===== src/sv/ttu_pkg.sv =====
// Shared types and constants for the transposition table unit.
package ttu_pkg;

	localparam int HASH_W  = 64;
	localparam int KOMI_W  = 16;
	localparam int VISIT_W = 32;
	localparam int SUM_W   = 48;
	localparam int LOW_W   = 32;
	localparam int STEP_W  = 6;

	localparam logic REQ_UPDATE = 1'b0;
	localparam logic REQ_SYNC   = 1'b1;

	typedef struct packed {
		logic [HASH_W-1:0]  hash;
		logic [VISIT_W-1:0] visits;
		logic [SUM_W-1:0]   sum;
	} entry_t;

	typedef struct packed {
		logic load;
		logic step;
		logic rd_en;
		logic wr_en;
		logic clr_en;
		logic res_load;
		logic komi_load;
	} ctl_cmd_t;

	typedef struct packed {
		logic idx_done;
		logic is_sync;
		logic komi_diff;
		logic clr_last;
		logic out_free;
	} ctl_sts_t;

endpackage


===== src/sv/ttu_ctrl.sv =====
// Controller state machine of the transposition table unit.
module ttu_ctrl (
	input  logic              clk,
	input  logic              arst_n,
	input  logic              in_valid,
	output logic              in_stall,
	input  ttu_pkg::ctl_sts_t sts,
	output ttu_pkg::ctl_cmd_t cmd
);

	typedef enum logic [3:0] {
		ST_CLEAR = 4'b0001,
		ST_IDLE  = 4'b0010,
		ST_INDEX = 4'b0100,
		ST_CMP   = 4'b1000
	} state_t;

	state_t state_q;
	state_t state_d;

	always_comb begin
		state_d  = state_q;
		cmd      = '0;
		in_stall = 1'b1;
		case (state_q)
			ST_CLEAR: begin
				cmd.clr_en = 1'b1;
				if (sts.clr_last) begin
					state_d = ST_IDLE;
				end
			end
			ST_IDLE: begin
				in_stall = 1'b0;
				if (in_valid) begin
					cmd.load = 1'b1;
					state_d  = ST_INDEX;
				end
			end
			ST_INDEX: begin
				// hold until the slot number is known, then read it
				cmd.step  = !sts.idx_done;
				cmd.rd_en = sts.idx_done;
				if (sts.idx_done) begin
					state_d = ST_CMP;
				end
			end
			ST_CMP: begin
				if (sts.out_free) begin
					cmd.res_load = 1'b1;
					if (!sts.is_sync && sts.komi_diff) begin
						// komi changed: the whole table goes, the slot write with it
						cmd.komi_load = 1'b1;
						state_d       = ST_CLEAR;
					end else begin
						cmd.wr_en = !sts.is_sync;
						in_stall  = 1'b0;
						if (in_valid) begin
							cmd.load = 1'b1;
							state_d  = ST_INDEX;
						end else begin
							state_d = ST_IDLE;
						end
					end
				end
			end
			default: begin
				state_d = ST_IDLE;
			end
		endcase
	end

	always_ff @(posedge clk or negedge arst_n) begin
		if (!arst_n) begin
			state_q <= ST_CLEAR;
		end else begin
			state_q <= state_d;
		end
	end

`ifndef SYNTHESIS
	a_clear_stalls: assert property (@(posedge clk) disable iff (!arst_n)
		(state_q == ST_CLEAR) |-> (in_stall && !cmd.wr_en && !cmd.rd_en))
		else $error("request taken or slot touched during table clear");

	a_read_then_cmp: assert property (@(posedge clk) disable iff (!arst_n)
		cmd.rd_en |=> (state_q == ST_CMP))
		else $error("slot read not followed by compare");

	a_clear_ends: assert property (@(posedge clk) disable iff (!arst_n)
		(state_q == ST_CLEAR && sts.clr_last) |=> (state_q == ST_IDLE))
		else $error("table clear did not finish on the last slot");
`endif

endmodule


===== config.mk =====
export PLATFORM = sky130hd
export DESIGN_NAME = ttu_ctrl
export DESIGN_NICKNAME = d
export VERILOG_FILES = /design/src/sv/ttu_pkg.sv /design/src/sv/ttu_ctrl.sv
export SDC_FILE = /design/constraint.sdc
export NUM_CORES = 1
export LEC_CHECK = 0
export BUFFER_PORTS_ARGS = -buffer_cell sky130_fd_sc_hd__buf_2
export CAP_MARGIN = 5
export CORE_AREA = 10 10 47 49
export DETAILED_ROUTE_END_ITERATION = 7
export DIE_AREA = 0 0 57 59
export PLACE_DENSITY = 0.54
export SLEW_MARGIN = 20
export SYNTH_ARGS = -nofsm -noshare
export SYNTH_HDL_FRONTEND = slang
export SYNTH_SLANG_ARGS = --single-unit

===== constraint.sdc =====
create_clock -name clk -period 4.1 [get_ports clk]
set_input_delay 0.82 -clock clk [delete_from_list [all_inputs] [get_ports clk]]
set_output_delay 0.82 -clock clk [all_outputs]
set_load 0.02 [all_outputs]

# Word level (Yosys, flattened, before mapping)
# Cells that the tools add are included.
dict set report classes {
  muxes 21
  n_reduce_logical 4
  n_eq_ne 8
}
# cell count
set ops {}
lappend ops {{$mux 4} 4}
lappend ops {{$pmux 4 s4} 1}
lappend ops {{$mux 1} 9}
lappend ops {{$ne 2x2->1 const B} 4}
lappend ops {{$mux 2} 3}
lappend ops {{$mux 3} 2}
lappend ops {{$eq 4x1->1 const B} 1}
lappend ops {{$eq 4x2->1 const B} 1}
lappend ops {{$eq 4x3->1 const B} 1}
lappend ops {{$eq 4x4->1 const B} 1}
lappend ops {{$pmux 1 s2} 2}
lappend ops {{$reduce_and 4->1} 1}
lappend ops {{$logic_not 1->1} 2}
lappend ops {{$logic_and 1x1->1} 1}
dict set report totals {
  register_bits 4
  elab_cells 34
  in_bits 8
  out_inout_bits 8
}

# Longest topological paths before layout
# Gate-level depths: netlist of run 1.
dict set report depth {
  depth_word 5
  depth_mapped 5
  mapped_depth_nobuf 4
}

# Worst setup path after synthesis of run 1
# No wires, ideal clock.
dict set report synth_timing {
  kind {input port to output port}
  from {input sts[0] (netlist name)}
  to {output cmd[3] (netlist name)}
  setup_slack_ns 1.582
  required_ns 3.280
  arrival_time_ns 1.698
  path_buffers 0
  path_stages 3
  cell_sequence {nand2_1 > or3_1 > nor3_1}
}
# element line
set synth_lines {}
lappend synth_lines {{start: declaration} ttu_ctrl.sv:7} ;# input ttu_pkg::ctl_sts_t sts,
lappend synth_lines {{end: declaration} ttu_ctrl.sv:8} ;# output ttu_pkg::ctl_cmd_t cmd

==> flow_summary.ini, run 1 <==
[sta]
holdWs_ns = 0.3659
worst_pin_slew_ns = 0.3518
tns_ns = 0
drv_slew = 0
worst_clock_skew_ns = 0.01317
grt_setup_unrepaired = no
hold_viol = 0
setup_viol = 0
min_period_ns = 2.599
finalCritPeriodShare_pct = 63.39
setup_slack_ns = 1.501
max_freq_ghz = 0.3848
maxSlewHeadroom_pct = 76.55

[power]
p_seq_share_pct = 29.0
p_int_w = 0.0001631
clock_power_share_pct = 19.8
vdd_ir_drop_max_mv = 0.2088
pwr-share-comb_pct = 51.2
leakagePower_nw = 0.2228
p_per_area_mw_per_mm2 = 634.5
switching_share_pct = 44.19
net-switching-power_w = 0.0001291

[floorplanning]
dieHeight_um = 59
coreArea_sq_mm = 0.001401
initial_core_util_pct = 26.52
rows = 14
die_area_sq_mm = 0.003363
die_w_um = 57
boundaryPins = 16

[clock_network]
ctsResizeCount = 0
clk_latency_ns = 0.25
clkSinkCount = 4
numCtsBuffers = 3
cts_setup_buffers = 0
holdBufCountCts = 0
h-tree-depth = 1
ctsLongestPathBuffers = 2
cts_tree = yes
clk_pin_slew_ns = 0.05
cts-root-buf = clkbuf_4

[routing]
first_pass_iters = 4
wl_per_cell_um = 14.27
ant_nets = 0
avgViaCountPerCell = 5.052
drt_wl_total_um = 1099
drt_iter0_drc = 14
drc_errors = 0
num_vias = 389

[synthesis]
synth.top_cells.by_area = dfrtp_1 20%, nor3b_1 8.1%, dfstp_2 7.1%
yosys_register_bits = 4
synthFlopType = dfrtp_1
ys_types = 25
synth.most_common_cell = nor2_1
syn_inst = 46
avgSynthCellArea_sq_um = 8.078
async_flop_share_pct = 100.0
netlist_area_sq_um = 371.6
synthTopCellsByCount = 7 x nor2_1, 4 x nor3b_1, 3 x dfrtp_1, 3 x nor2b_1
synthesis.nets = 54
synth-seq-area-share_pct = 27.27
synth_edf_count = 0
yosys.area.top_type_share_pct = 20.20
synth_top_area_cell = dfrtp_1
yosys_warnings = 0

[global_routing]
grt_overflow_total = 0
grt_use_total_pct = 7.403
grt_max_degree = 12
antenna_found_initial = 0
first_global_vias = 442
grt_pass1_wl_um = 1980

[finish]
largest_reg_flops = 4
regMostFlops = state_q
nNetsFinal = 70
final_cells = 77
multiInputGateArea_sq_um = 230.2
regArea_sq_um = 101.3
n_fill_cell = 162
area_delta_synth_final_pct = 23.91
largest_registers = state_q x4
antenna_cells = 0
drive_above_1_share_pct = 37.70

[job]
maxCapViolations = 0

[place]
hpwl_um = 834.5
portBuffers = 15
place.gp.congestion = 0.7436
pre_cts_slack_ns = 1.572
dp_cells = 73

[setup_path]
reg2reg_slack_ns = 2.57
cp.required_ns = 3.28
crit_end = cmd[6]
critPathCaptureType = output port
r2r_start = state_q[2]
setup.worst_path.start_class = flop
path_class = flop to output port
cp.arrival_ns = 1.78
worstRegToRegCells = 4
reg2reg_to = state_q[2]
startpoint = state_q[2]
crit_fanout = 11

[status]
status = finished, final reports clean

[worst_hold_path]
min_path_type = input pin to async pin
## power by group through the flow
| stage | sequential (W) | clock, W | combinational, W |
|---|---|---|---|
| after detailed placement | 0.0000848 | 0 | 0.000150 |
| after floorplan | 0.0000572 | 0 | 0.000155 |
| after CTS | 0.0000840 | 0.0000602 | 0.000152 |
| after global routing | 0.0000893 | 0.0000651 | 0.000169 |
| final | 0.0000849 | 0.0000577 | 0.000150 |
| after global placement | 0.0000849 | 0 | 0.000151 |
## cells in the final DEF, fill, tap and decap left out
master / Yosys / final
a21oi_1: 2 / 2
nor2_1: 7 / 7
nor3b_1: 4 / 4
o22ai_1: 1 / 1
nor2b_1: 3 / 3
a211oi_1: 1 / 1
o21a_1: 2 / 2
nor3_1: 2 / 2
clkbuf_4: 0 / 3
or2_1: 1 / 1
dfrtp_1: 3 / 3
o41ai_2: 1 / 1
or3_1: 1 / 1
inv_1: 2 / 2
nand2_1: 2 / 2
o31ai_1: 1 / 1
nor4b_1: 1 / 1
and2_4: 1 / 1
dfstp_2: 1 / 1
clkbuf_1: 0 / 1
or2_4: 1 / 1
buf_2: 2 / 15
o21ai_0: 2 / 2
and3_1: 1 / 1
or4b_4: 1 / 1
nand2b_1: 1 / 1
## worst min-delay path by stage
stage	startpoint	endpoint	slack, ns	depth (start not counted)
floorplan	arst_n	state_q[1]	0.52	0
global placement	arst_n	state_q[1]	0.63	1
detailed placement	arst_n	state_q[1]	0.63	1
CTS	arst_n	state_q[3]	0.36	1
global route	arst_n	state_q[3]	0.35	1
finish	arst_n	state_q[3]	0.37	1
## critical path, cell delays in order (launching register included)
cell and delay [ns]:
dfrtp_1 0.50, or4b_4 0.60, o41ai_2 0.08, and2_4 0.20, buf_2 0.15
## cell type report
class	instances	share of cell area, %
multi-input combinational	36	50.00
sequential	4	22.01
timing repair buffer	15	16.30
clock buffer	4	5.707
tap	16	4.348
inverter	2	1.630
## logic make-up after synthesis
kind of cell	synth area share, %
AO/OA/AOI/OAI	19.53
buffers and inverters	10.77
flip-flops	27.27
AND/OR/NAND/NOR	42.43
## through the flow
stage | instance area [sq um] | power [W] | utilization, %
after floorplan | 371.6 | 0.0002118 | -
after global placement | 434.2 | 0.0002358 | 30.98
after detailed placement | 434.2 | 0.0002347 | 30.98
after CTS | 460.4 | 0.0002963 | 32.86
after global routing | 460.4 | 0.0003231 | 32.86
final | 460.4 | 0.0002922 | 32.86
## per-layer routing
| metal | wire length, um | vias to the layer above | global-route usage [%] |
|---|---|---|---|
| li1 | - | 193 | - |
| met1 | 453 | 181 | 7.637 |
| met2 | 567 | 15 | 11.63 |
| met3 | 78 | 0 | 3.004 |
| met4 | 0 | 0 | 6.040 |
| met5 | 0 | - | 0 |
Note: power is estimated with default switching activity, not from simulation.
==> inputs of run 2 (changes only) <==
- ABC_AREA: default -> 1
- PLACE_DENSITY: 0.54 -> 0.52
- clock period: 4.1 -> 2.2 ns (I/O delays scaled with it)
==> run 2 against run 1 <==
Net effect:
- clock power grew 79%
- global-route usage shrank 0.79 points
- via count is the same
- synthesized cell count grew 15%
- register-to-register slack lost 1.5 ns
- sequential share of layout area shrank 0.30 points
- non-clock buffer count grew 1
- count of clock-buffer cells in the layout is the same
- largest power group unchanged
==> flow_summary.ini, run 2 <==
[finish]
largest_reg_flops = 4
drive_above_1_share_pct = 38.36
final_cell_area_sq_um = 466.7
n_fill_cell = 174
area_delta_synth_final_pct = 39.18
antenna_cells = 0
nNetsFinal = 82
layout_common_cells = 15 x buf_2, 13 x nand2_1, 8 x inv_1
layout_commonest_cell = buf_2
largest_registers = state_q x4
final_core_util_pct = 33.30
regMostFlops = state_q

[routing]
highest_layer = met4
drt-met1-wl_um = 428
drt_wl_total_um = 951
ant_nets = 0
drc_errors = 0
wl_per_cell_um = 10.69
num_vias = 389
drt_iter0_drc = 9
avgViaCountPerCell = 4.371
wl_met2_um = 465
wl_met3_um = 46
first_pass_iters = 4

[sta]
worst_pin_slew_ns = 0.2492
drv_slew = 0
setup_slack_ns = 0.3886
hold_viol = 0
setup_viol = 0
min_period_ns = 1.811
max_freq_ghz = 0.5521
maxSlewHeadroom_pct = 83.32
tns_ns = 0
holdWs_ns = 0.4831
finalCritPeriodShare_pct = 82.34
grt_setup_unrepaired = no
worst_clock_skew_ns = 0.004810

[clock_network]
ctsLongestPathBuffers = 2
cts_tree = yes
ctsResizeCount = 0
clkSinkCount = 4
cts-root-buf = clkbuf_4
clk_pin_slew_ns = 0.04
h-tree-depth = 1
numCtsBuffers = 3
clk_latency_ns = 0.24

[synthesis]
synth_edf_count = 0
ys_types = 16
yosys_warnings = 0
synth.most_common_cell = nand2_1
yosys.area.top_type_share_pct = 22.39
synth_top_area_cell = dfrtp_1
synth.top_cells.by_area = dfrtp_1 22%, nand2_1 15%, nand3_1 10%
synthesis.nets = 61
syn_inst = 53
synthFlopType = dfrtp_1
netlist_area_sq_um = 335.3
avgSynthCellArea_sq_um = 6.327
synthTopCellsByCount = 13 x nand2_1, 8 x inv_1, 7 x nand3_1, 7 x nor2_1
synth-seq-area-share_pct = 30.22
async_flop_share_pct = 100.0
yosys_register_bits = 4

[floorplanning]
boundaryPins = 16
dieHeight_um = 59
coreArea_sq_mm = 0.001401
die_area_sq_mm = 0.003363
rows = 14
initial_core_util_pct = 23.93
die_w_um = 57

[global_routing]
grt_pass1_wl_um = 1718
grt_use_total_pct = 6.612
antenna_found_initial = 0
grt_overflow_total = 0
grt_max_degree = 6
first_global_vias = 433

[setup_path]
path_class = flop to output port
cp.arrival_ns = 1.37
crit_fanout = 4
reg2reg_slack_ns = 1.08
critPathCaptureType = output port
cp.required_ns = 1.76
setup.worst_path.start_class = flop

[power]
vdd_ir_drop_max_mv = 0.4670
leakagePower_nw = 0.2804
p_per_area_mw_per_mm2 = 1052

[place]
place.gp.congestion = 0.7495
portBuffers = 15
placed_area_sq_um = 430.4
hpwl_um = 822.2
pre_cts_slack_ns = 0.6492

[job]
maxCapViolations = 0

[worst_hold_path]
min_path_type = input pin to flop

[status]
status = finished, final reports clean
==> run 2: changes by cell type in the layout (fill, tap and decap cells not counted), moves of 3 or more <==
cell / previous run / this run
inv_1: 2 / 8
nand2_1: 2 / 13
nand3_1: 0 / 7
nor2_2: 0 / 3
nor2b_1: 3 / 0
nor3b_1: 4 / 0
==> run 2: kinds of logic (layout without fill, tap and decap cells) <==
logic type      after synthesis  after routing  share of synthesized area (%)
buf+inv                      10             30                          11.20
simple gates                 35             35                          50.38
flops                         4              4                          30.22
compound gates                4              4                          8.207
==> run 2: per-stage QoR <==
stage / total power, W / cells
after floorplan: 0.0003181 / 53
after global placement: 0.0003953 / 84
after detailed placement: 0.0003919 / 84
after CTS: 0.0005024 / 89
after global routing: 0.0005551 / 89
final: 0.0004910 / 89
==> run 2: worst max-delay path, cell delays in order, from the launching register on <==
cell	delay (ns)
dfrtp_1	0.39
inv_1	0.08
nand2_1	0.06
nor2_2	0.17
nand2_2	0.11
nor3_2	0.13
buf_2	0.19
==> run 2: final cells by class <==
type | instances | area (sq um) | share of cell area, %
Sequential cell | 4 | 101.3 | 21.72
Multi-Input combinational cell | 39 | 196.4 | 42.09
Timing Repair Buffer | 16 | 85.08 | 18.23
Inverter | 10 | 37.54 | 8.043
Clock buffer | 4 | 26.28 | 5.630
Tap cell | 16 | 20.02 | 4.290
==> run 2: timing repair <==
action	4_1_cts	5_1_grt
setup endpoints to repair	0	0
setup buffers	0	0
hold endpoints to repair	3	0
hold buffers	1	0
==> run 2: power breakdown <==
group / internal (W) / switching [W]
clock network: 0.0000684 / 0.0000346
logic: 0.0000918 / 0.000172
registers: 0.0000979 / 0.0000263
total: 0.000258 / 0.000233
==> run 2: worst paths after layout <==
kind                                 start         end  depth (start not counted)
worst max-delay path            state_q[2]      cmd[3]                          6
worst min-delay path                sts[1]  state_q[0]                          3
worst max register to register  state_q[1]  state_q[1]                          6
worst min register to register  state_q[0]  state_q[0]                          4
max in group asynchronous           arst_n  state_q[0]                          2
min in group asynchronous           arst_n  state_q[1]                          2
==> run 2: per-layer routing <==
metal	vias to the layer above	GRT usage, %
met2	12	11.01
met3	2	3.648
met5	-	0
met1	169	6.295
li1	206	-
met4	0	4.027
